`src/rtl/edf_pkg.sv`:
```
// Shared types, constants and state codes for the EDF periodic dispatcher.
`default_nettype none

package edf_pkg;

   // default job count, handed to the top level parameter
   localparam int JOB_COUNT_DEF = 5;

   // field widths
   localparam int NOW_W      = 63;
   localparam int DEADLINE_W = 64;
   localparam int PERIOD_W   = 32;
   localparam int TOL_W      = 16;
   localparam int JOB_W      = 3;
   localparam int LATE_W     = 16;

   // configuration port
   localparam int CSR_IDX_W  = 4;
   localparam int CSR_DATA_W = 32;
   localparam logic [CSR_IDX_W-1:0] CSR_PERIOD    = CSR_IDX_W'(0);
   localparam logic [CSR_IDX_W-1:0] CSR_TOLERANCE = CSR_IDX_W'(1);

   localparam logic [PERIOD_W-1:0] PERIOD_RESET = PERIOD_W'(200000);
   localparam logic [TOL_W-1:0]    TOL_RESET    = TOL_W'(5);

   // command codes
   localparam logic CMD_TICK  = 1'b0;
   localparam logic CMD_START = 1'b1;

   // lateness in ms: anything at or above 65536 ms saturates; below that the
   // difference fits in 26 bits and divides by 1000 via reciprocal multiply
   localparam int US_PER_MS  = 1000;
   localparam int SMALL_W    = 26;
   localparam logic [DEADLINE_W-1:0] LATE_SAT_US = DEADLINE_W'(65536 * US_PER_MS);
   localparam int RECIP_SHIFT = 36;
   localparam int RECIP_W     = 27;
   localparam logic [RECIP_W-1:0] RECIP = RECIP_W'(68719477);  // ceil(2^36 / 1000)
   localparam int PROD_W      = SMALL_W + RECIP_W;
   localparam logic [LATE_W-1:0] LATE_MAX = '1;

   // input word
   typedef struct packed {
      logic             command;
      logic [NOW_W-1:0] now_us;
   } req_type;

   // result word
   typedef struct packed {
      logic              dispatched;
      logic [JOB_W-1:0]  job_number;
      logic              deadline_missed;
      logic [LATE_W-1:0] lateness_ms;
   } rsp_type;

   // sequencer states, one-hot
   typedef enum logic [7:0] {
      ST_IDLE      = 8'b0000_0001,
      ST_START_ADD = 8'b0000_0010,
      ST_START_WR  = 8'b0000_0100,
      ST_TICK_RD   = 8'b0000_1000,
      ST_SCAN      = 8'b0001_0000,
      ST_LATE      = 8'b0010_0000,
      ST_RANGE     = 8'b0100_0000,
      ST_ADV       = 8'b1000_0000
   } state_type;

endpackage

`default_nettype wire

```
`src/rtl/edf_periodic_dispatcher.sv`:
```
// Top level of the EDF periodic dispatcher: deadline memory, shared adder and sequencer.
//
// Keeps one 64-bit deadline per job in a small memory. A start word does one
// add, then one memory write per job, before its result. A tick word does one
// read per job through the single memory read port, which sets the scan length;
// then the lateness subtract, the saturation check with the divide-by-1000
// multiply, and the deadline advance follow in turn. A tick with nothing due
// ends after the subtract. busy is high from the cycle after accept until the
// result strobe; rsp_valid pulses for one cycle and cannot be held off, so the
// receiver must take the word in that cycle. Configuration writes are always
// ready and should only be made while busy is low.
`default_nettype none

module edf_periodic_dispatcher
   import edf_pkg::*;
#(
   parameter int JOB_COUNT = JOB_COUNT_DEF
) (
   input  wire logic                  clock,
   input  wire logic                  reset,
   // command channel
   input  wire logic                  start,
   output logic                       busy,
   input  wire req_type               req_data,
   // result channel
   output logic                       rsp_valid,
   output rsp_type                    rsp_data,
   // configuration channel
   input  wire logic                  csr_valid,
   output logic                       csr_ready,
   input  wire logic [CSR_IDX_W-1:0]  csr_index,
   input  wire logic [CSR_DATA_W-1:0] csr_wdata
);

   localparam int IDX_W = (JOB_COUNT > 1) ? $clog2(JOB_COUNT) : 1;
   localparam logic [IDX_W-1:0] LAST_IDX = IDX_W'(JOB_COUNT - 1);

   // registers and next values
   state_type               state_ff, state_in;
   logic [IDX_W-1:0]        cnt_ff, cnt_in;
   logic [NOW_W-1:0]        now_ff, now_in;
   logic [DEADLINE_W-1:0]   work_ff, work_in;
   logic [DEADLINE_W-1:0]   best_ff, best_in;
   logic [IDX_W-1:0]        best_idx_ff, best_idx_in;
   logic                    big_ff, big_in;
   logic [PROD_W-1:0]       prod_ff, prod_in;
   logic [PERIOD_W-1:0]     period_ff;
   logic [TOL_W-1:0]        tol_ff;
   logic [JOB_COUNT-1:0]    valid_ff, valid_in;
   rsp_type                 rsp_ff, rsp_in;
   logic                    rsp_valid_ff, rsp_valid_in;
   logic [DEADLINE_W-1:0]   rd_data_ff;
   logic                    rd_valid_ff;

   // deadline memory
   logic [DEADLINE_W-1:0]   deadline_mem [JOB_COUNT];
   logic                    mem_we;
   logic [IDX_W-1:0]        mem_waddr;
   logic [DEADLINE_W-1:0]   mem_wdata;
   logic                    mem_re;
   logic [IDX_W-1:0]        mem_raddr;

   // shared add / subtract unit
   logic [DEADLINE_W-1:0]   alu_a, alu_b;
   logic                    alu_sub;
   logic [DEADLINE_W:0]     alu_res;
   logic                    alu_carry;
   logic [DEADLINE_W-1:0]   alu_sat;

   logic                    accept;
   logic [DEADLINE_W-1:0]   cand;
   logic [LATE_W-1:0]       quot;
   logic [IDX_W+3:0]        job_sum;

   assign accept    = start && (state_ff == ST_IDLE);
   assign busy      = (state_ff != ST_IDLE);
   assign csr_ready = 1'b1;
   assign rsp_valid = rsp_valid_ff;
   assign rsp_data  = rsp_ff;

   // an entry never written reads as zero
   assign cand    = rd_valid_ff ? rd_data_ff : '0;
   assign quot    = prod_ff[RECIP_SHIFT +: LATE_W];
   assign job_sum = (IDX_W+4)'(best_idx_ff) + (IDX_W+4)'(1);

   // operand select for the shared unit
   always_comb begin
      alu_a   = best_ff;
      alu_b   = DEADLINE_W'(period_ff);
      alu_sub = 1'b0;
      unique case (state_ff)
         ST_START_ADD: begin
            alu_a = DEADLINE_W'(now_ff);
         end
         ST_SCAN: begin
            alu_a   = cand;
            alu_b   = best_ff;
            alu_sub = 1'b1;
         end
         ST_LATE: begin
            alu_a   = DEADLINE_W'(now_ff);
            alu_b   = best_ff;
            alu_sub = 1'b1;
         end
         ST_RANGE: begin
            alu_a   = work_ff;
            alu_b   = LATE_SAT_US;
            alu_sub = 1'b1;
         end
         default: begin
         end
      endcase
   end

   // carry out on add means overflow, on subtract means borrow (a < b)
   assign alu_res   = alu_sub ? ({1'b0, alu_a} - {1'b0, alu_b})
                              : ({1'b0, alu_a} + {1'b0, alu_b});
   assign alu_carry = alu_res[DEADLINE_W];
   assign alu_sat   = alu_carry ? '1 : alu_res[DEADLINE_W-1:0];

   // sequencer
   always_comb begin
      state_in     = state_ff;
      cnt_in       = cnt_ff;
      now_in       = now_ff;
      work_in      = work_ff;
      best_in      = best_ff;
      best_idx_in  = best_idx_ff;
      big_in       = big_ff;
      prod_in      = prod_ff;
      valid_in     = valid_ff;
      rsp_in       = rsp_ff;
      rsp_valid_in = 1'b0;
      mem_we       = 1'b0;
      mem_waddr    = cnt_ff;
      mem_wdata    = work_ff;
      mem_re       = 1'b0;
      mem_raddr    = '0;

      unique case (state_ff)
         ST_IDLE: begin
            if (accept) begin
               now_in = req_data.now_us;
               cnt_in = '0;
               state_in = (req_data.command == CMD_START) ? ST_START_ADD : ST_TICK_RD;
            end
         end
         // now + period, computed once for all jobs
         ST_START_ADD: begin
            work_in  = alu_sat;
            state_in = ST_START_WR;
         end
         // write one entry per cycle
         ST_START_WR: begin
            mem_we = 1'b1;
            valid_in[cnt_ff] = 1'b1;
            if (cnt_ff == LAST_IDX) begin
               rsp_in       = '0;
               rsp_valid_in = 1'b1;
               state_in     = ST_IDLE;
            end else begin
               cnt_in = cnt_ff + 1'b1;
            end
         end
         ST_TICK_RD: begin
            mem_re    = 1'b1;
            mem_raddr = '0;
            state_in  = ST_SCAN;
         end
         // compare entry cnt while reading the next one; strict less keeps lowest index
         ST_SCAN: begin
            if ((cnt_ff == '0) || alu_carry) begin
               best_in     = cand;
               best_idx_in = cnt_ff;
            end
            if (cnt_ff == LAST_IDX) begin
               state_in = ST_LATE;
            end else begin
               mem_re    = 1'b1;
               mem_raddr = cnt_ff + 1'b1;
               cnt_in    = cnt_ff + 1'b1;
            end
         end
         // now - best; a borrow means nothing is due
         ST_LATE: begin
            work_in = alu_res[DEADLINE_W-1:0];
            if (alu_carry) begin
               rsp_in       = '0;
               rsp_valid_in = 1'b1;
               state_in     = ST_IDLE;
            end else begin
               state_in = ST_RANGE;
            end
         end
         // saturation check and reciprocal multiply for the ms count
         ST_RANGE: begin
            big_in   = !alu_carry;
            prod_in  = PROD_W'(work_ff[SMALL_W-1:0]) * PROD_W'(RECIP);
            state_in = ST_ADV;
         end
         // advance the deadline and report
         ST_ADV: begin
            mem_we    = 1'b1;
            mem_waddr = best_idx_ff;
            mem_wdata = alu_sat;
            valid_in[best_idx_ff] = 1'b1;
            rsp_in.dispatched      = 1'b1;
            rsp_in.job_number      = job_sum[JOB_W-1:0];
            rsp_in.deadline_missed = big_ff || (quot > tol_ff);
            rsp_in.lateness_ms     = big_ff ? LATE_MAX : quot;
            rsp_valid_in = 1'b1;
            state_in     = ST_IDLE;
         end
         default: begin
            state_in = ST_IDLE;
         end
      endcase
   end

   // control registers
   always_ff @(posedge clock) begin
      if (reset) begin
         state_ff     <= ST_IDLE;
         valid_ff     <= '0;
         rsp_valid_ff <= 1'b0;
         period_ff    <= PERIOD_RESET;
         tol_ff       <= TOL_RESET;
      end else begin
         state_ff     <= state_in;
         valid_ff     <= valid_in;
         rsp_valid_ff <= rsp_valid_in;
         if (csr_valid && csr_ready) begin
            if (csr_index == CSR_PERIOD) begin
               period_ff <= csr_wdata[PERIOD_W-1:0];
            end else if (csr_index == CSR_TOLERANCE) begin
               tol_ff <= csr_wdata[TOL_W-1:0];
            end
         end
      end
   end

   // datapath registers
   always_ff @(posedge clock) begin
      cnt_ff      <= cnt_in;
      now_ff      <= now_in;
      work_ff     <= work_in;
      best_ff     <= best_in;
      best_idx_ff <= best_idx_in;
      big_ff      <= big_in;
      prod_ff     <= prod_in;
      rsp_ff      <= rsp_in;
   end

   // memory write port
   always_ff @(posedge clock) begin
      if (mem_we) begin
         deadline_mem[mem_waddr] <= mem_wdata;
      end
   end

   // memory read port, registered
   always_ff @(posedge clock) begin
      if (mem_re) begin
         rd_data_ff  <= deadline_mem[mem_raddr];
         rd_valid_ff <= valid_ff[mem_raddr];
      end
   end

endmodule

`default_nettype wire

```
`config.mk`:
```
export PLATFORM = sky130hd
export DESIGN_NAME = edf_periodic_dispatcher
export DESIGN_NICKNAME = d
export VERILOG_FILES = /design/src/rtl/edf_pkg.sv /design/src/rtl/edf_periodic_dispatcher.sv
export SDC_FILE = /design/constraint.sdc
export NUM_CORES = 2
export LEC_CHECK = 0
export ABC_AREA = 1
export ABC_CLOCK_PERIOD_IN_PS = 9320
export BUFFER_PORTS_ARGS = -buffer_cell sky130_fd_sc_hd__buf_2
export CAP_MARGIN = 10
export CORE_UTILIZATION = 40
export DETAILED_ROUTE_END_ITERATION = 12
export GPL_TIMING_DRIVEN = 0
export HOLD_SLACK_MARGIN = 0.03
export PLACE_DENSITY = 0.64
export SYNTH_ARGS = -nofsm -noshare
export SYNTH_HDL_FRONTEND = slang
export SYNTH_SLANG_ARGS = --single-unit
```
`constraint.sdc`:
```
create_clock -name clock -period 9.32 [get_ports clock]
set_input_delay 1.864 -clock clock [delete_from_list [all_inputs] [get_ports clock]]
set_output_delay 1.864 -clock clock [all_outputs]
set_load 0.01 [all_outputs]
```
==> metrics.md <==
| Metric | Value |
|---|---|
| Status | `finished, final reports clean` |
| Initial antenna violation count | `6` |
| Design area | `a little over 50000 sq um` |
| First-pass GRT wire length | `between 200 and 250 mm` |
| H-Tree Depth | `3` |
| Sequential-to-total area share from yosys stat | `between 40 and 50%` |
| Register area | `between 15000 and 20000 sq um` |
| Clock insertion delay at the later pin of the skew report | `about 670 ps` |
| Initial DRC Count | `~4200` |
| Die Width | `between 300 and 400 um` |
| Post-CTS setup buffers | `0` |
| Max Slew Vio Count | `0` |
| Core area | `around 110000 sq um` |
| Post-detailed-route count of antenna-violating nets | `0` |
| Ys async rst share | `0%` |
| Area leader, netlist | `edfxtp_1` |
| HP Start | `period_ff[31]$_SDFFE_PP0P_` |
| Initial Util | `between 40% and 50%` |
| Area of the multi-input gates | `around 21000 sq um` |
| Synth top area share | `between 40 and 50%` |
| Highest Clock Rate | `0.127 GHz` |
| Buffer and inverter count on the worst path | `7` |
| FP Rows | `approximately 120` |
| CP arrival | `8170 ps` |
| Worst R2R Start | `state_ff[7]$_SDFFE_PP0P_` |
| Die area | `~110000 sq um` |
| Final Cycle Share | `a little over four fifths` |
| RSZ-0062 raised after global routing | `false` |
| Drt total wl | `around 160 mm` |
| Fin util | `between 40 and 50%` |
| Synthesized area | `about 45000 sq um` |
| Reg2reg end | `deadline_mem[4][31]$_DFFE_PP_` |
| Cts hold-fix bufs | `0` |
| Mapped Cells | `approximately 4700` |
| Tot Pwr | `0.00853 W` |
| Worst Path Required | `around 9600 ps` |
| Placer Congestion | `approximately 1.0` |
| Setup Viol. Count Final | `0` |
| Post-DP Area | `about 48000 sq um` |
| Largest net degree at the start of global routing | `between 50 and 60` |
| Ordered list of cells on the worst path | `inv_2 -> nand2_1 -> nor2_1 -> inv_1 -> nor4_1 -> nor2_1 -> inv_2 -> clkbuf_1 -> clkbuf_1 -> nand2_1 -> o2111ai_1 -> ha_1 -> a21oi_1 -> o21ai_0 -> a21oi_1 -> o21a_1 -> nand2_1 -> a21oi_1 -> inv_1 -> nand2_1 -> nand2_2 -> buf_4 -> a31oi_1` |
| Inst Count DP | `6376` |
| Grt ovf | `0` |
| Delay-heaviest family, CP | `buffers and inverters` |
| Cells on worst reg2reg path | `23` |
| Layout fillers | `between 10000 and 15000` |
| Worst-path clk slew | `60 ps` |
| Slowest cell on the critical path | `clkbuf_1` |
| First-pass detailed-route iteration total | `6` |
| Top post-synthesis cells by area | `edfxtp_1 41%, ha_1 9.8%, fa_1 9.5%, inv_1 6.8%, nor2_1 5.6%` |
| Post-synth EDFFs | `620` |
| Area Growth Syn to Fin | `12.0%` |
| Root Driver | `clkbuf_16` |
| Number of global-route vias before repair | `34300` |
| Nature of the critical path startpoint | `flop` |
| Num CTS Buffers | `77` |
| VDD IR-drop max | `0.155 mV` |
| Hold depth | `2` |
| Pwr dens | `between 150 and 200 nW/um^2` |
| Ys flop type | `edfxtp_1` |
| Via count | `approximately 36000` |
| Worst hold path type | `reg -> reg` |
| Final hold violations | `0` |
| Die Ht | `337 um` |
| Crit Path Max Fanout | `10` |
| Synth Warn # | `0` |
| Share of cells above drive strength 1 | `8.85%` |
| Period minus WS final | `about 7900 ps` |
| DR vias/cell | `roughly 5.5` |
| Hold-critical path endpoint | `period_ff[31]$_SDFFE_PP0P_` |
| Input/output buffers | `125` |
| I/O pin total | `about 130` |
| DRC | `0` |
| Relative slew slack | `between 10 and 15%` |
| Total GRT Usage | `approximately 28%` |
| Worst setup path class | `reg -> reg` |
| Max incr delay on CP | `about 1000 ps` |
| Yosys reg bits | `about 700` |
| Non-Filler Instances | `approximately 6500` |
| # clock sinks | `between 600 and 700` |
| CTS tree | `done` |
| Syn Area/Cell | `approximately 9.5 sq um` |
| Syn Nets | `between 5000 and 6000` |
| Wire per inst | `about 24 um` |
| Cts repair resizes | `0` |
| Slack of the worst reg-to-reg path | `between 1000 and 1500 ps` |
| CP endpoint kind | `flop` |
| Clock skew | `~28 ps` |
| Most frequent CP cell | `nand2_1` |
| Library cells used by synthesis | `62` |
| Max_cap viols | `0` |
| P_leak | `21.8 nW` |
| CTS Buffer Depth | `3` |
| Post-DP HPWL | `~120 mm` |
| Final Net Count | `between 5000 and 6000` |
| Worst slew pin tran | `roughly 1300 ps` |
stage by stage:
stage	TNS, ps	setup slack (ps)	hold slack, ps
final	0	1450	462
after global routing	0	1290	495
after CTS	0	1690	468
after detailed placement	0	1720	460
after global placement	-645300	-2690	444
after floorplan	0	2450	425
cells by family (layout without fill, tap and decap cells):
kind of cell	Yosys count	after routing	share of synthesized area [%]
buf+inv	972	1254	8.40
other cells	1	3	0.00835
flops	682	682	44.2
fa+ha+maj	564	564	19.3
simple gates	1526	1526	14.4
mux	22	22	0.549
compound gates	888	888	11.4
xor+xnor	91	91	1.77
worst register-to-register path, stage by stage (launching register included):
cell       delay, ps
dfxtp_1          330
inv_2             80
nand2_1          100
nor2_1           140
inv_1             90
nor4_1           900
nor2_1           110
inv_2            370
clkbuf_1         580
clkbuf_1        1010
nand2_1          150
o2111ai_1        150
ha_1             320
a21oi_1          240
o21ai_0          250
a21oi_1          240
o21a_1           150
nand2_1          180
a21oi_1          540
inv_1            140
nand2_1          140
nand2_2          170
buf_4            260
a31oi_1          860
power by group:
part	switching (W)	total, W	internal (W)
clock network	0.00134	0.00305	0.00171
registers	0.0000417	0.00342	0.00337
logic	0.00135	0.00207	0.000711
total	0.00274	0.00853	0.00580
layer usage:
layer  track usage [%]  part of all wire, %
met1              39.7                   43
met2              41.4                   43
met3              6.29                   11
met4              7.58                  2.8
met5                 0               0.0057
worst max path at each step:
stage	slack, ps	to	startpoint	cells past startpoint
6_report	1450	deadline_mem[4][31]$_DFFE_PP_	state_ff[7]$_SDFFE_PP0P_	23
3_5_place_dp	1720	rsp_data[8]$_SDFFCE_PN0P_	state_ff[7]$_SDFFE_PP0P_	24
2_1_floorplan	2450	best_ff[0]$_DFFE_PP_	state_ff[5]$_SDFFE_PP0P_	23
4_1_cts	1690	rsp_data[11]$_SDFFCE_PN0P_	state_ff[7]$_SDFFE_PP0P_	24
5_1_grt	1290	deadline_mem[1][30]$_DFFE_PP_	state_ff[7]$_SDFFE_PP0P_	25
3_3_place_gp	-2690	best_ff[27]$_DFFE_PP_	state_ff[7]$_SDFFE_PP0P_	23
Yosys cell counts, types with 22 or more instances:
cell / n
a21oi_1: 271
a31oi_1: 130
clkbuf_1: 120
dfxtp_1: 62
edfxtp_1: 620
fa_1: 213
ha_1: 351
inv_1: 808
nand2_1: 594
nand2_2: 59
nand3_1: 70
nand4_1: 25
nor2_1: 666
nor3_1: 23
o2111ai_1: 22
o21ai_0: 296
o22ai_1: 23
xnor2_1: 45
xor2_1: 46
sequential cells by signal (all words and copies together), names as in the netlist:
register	cells
best_idx_ff	3
rsp_data	21
work_ff	64
now_ff	63
valid_ff	5
big_ff	1
cnt_ff	3
rd_valid_ff	1
deadline_mem	320
period_ff	32
prod_ff	16
tol_ff	16
rsp_valid	1
state_ff	8
best_ff	64
rd_data_ff	64
layout by cell type (no fill, tap or decap), drive strengths merged, types with 16 or more instances in the layout:
cell type  count
fa           213
or2           16
a31oi        130
o211ai        19
nand3         75
inv          823
edfxtp       620
xnor2         45
o22ai         23
nand2        663
ha           351
mux2          21
o21ai        302
dfxtp         62
o32ai         21
xor2          46
o2111ai       22
a22oi         21
buf          174
clkinv        34
nor3          25
nand4         26
clkbuf       211
a21oi        276
nor4          18
nor2         687
final cells by class:
type | count | share of cell area, %
Multi-Input combinational cell | 3092 | 42.3
Buffer | 151 | 1.38
Sequential cell | 682 | 39.5
Clock buffer | 91 | 3.99
Inverter | 821 | 6.15
Tap cell | 1488 | 3.70
Antenna cell | 2 | 0.00995
Clock inverter | 48 | 1.01
Timing Repair Buffer | 143 | 1.93
(Power assumes the default switching activity.)
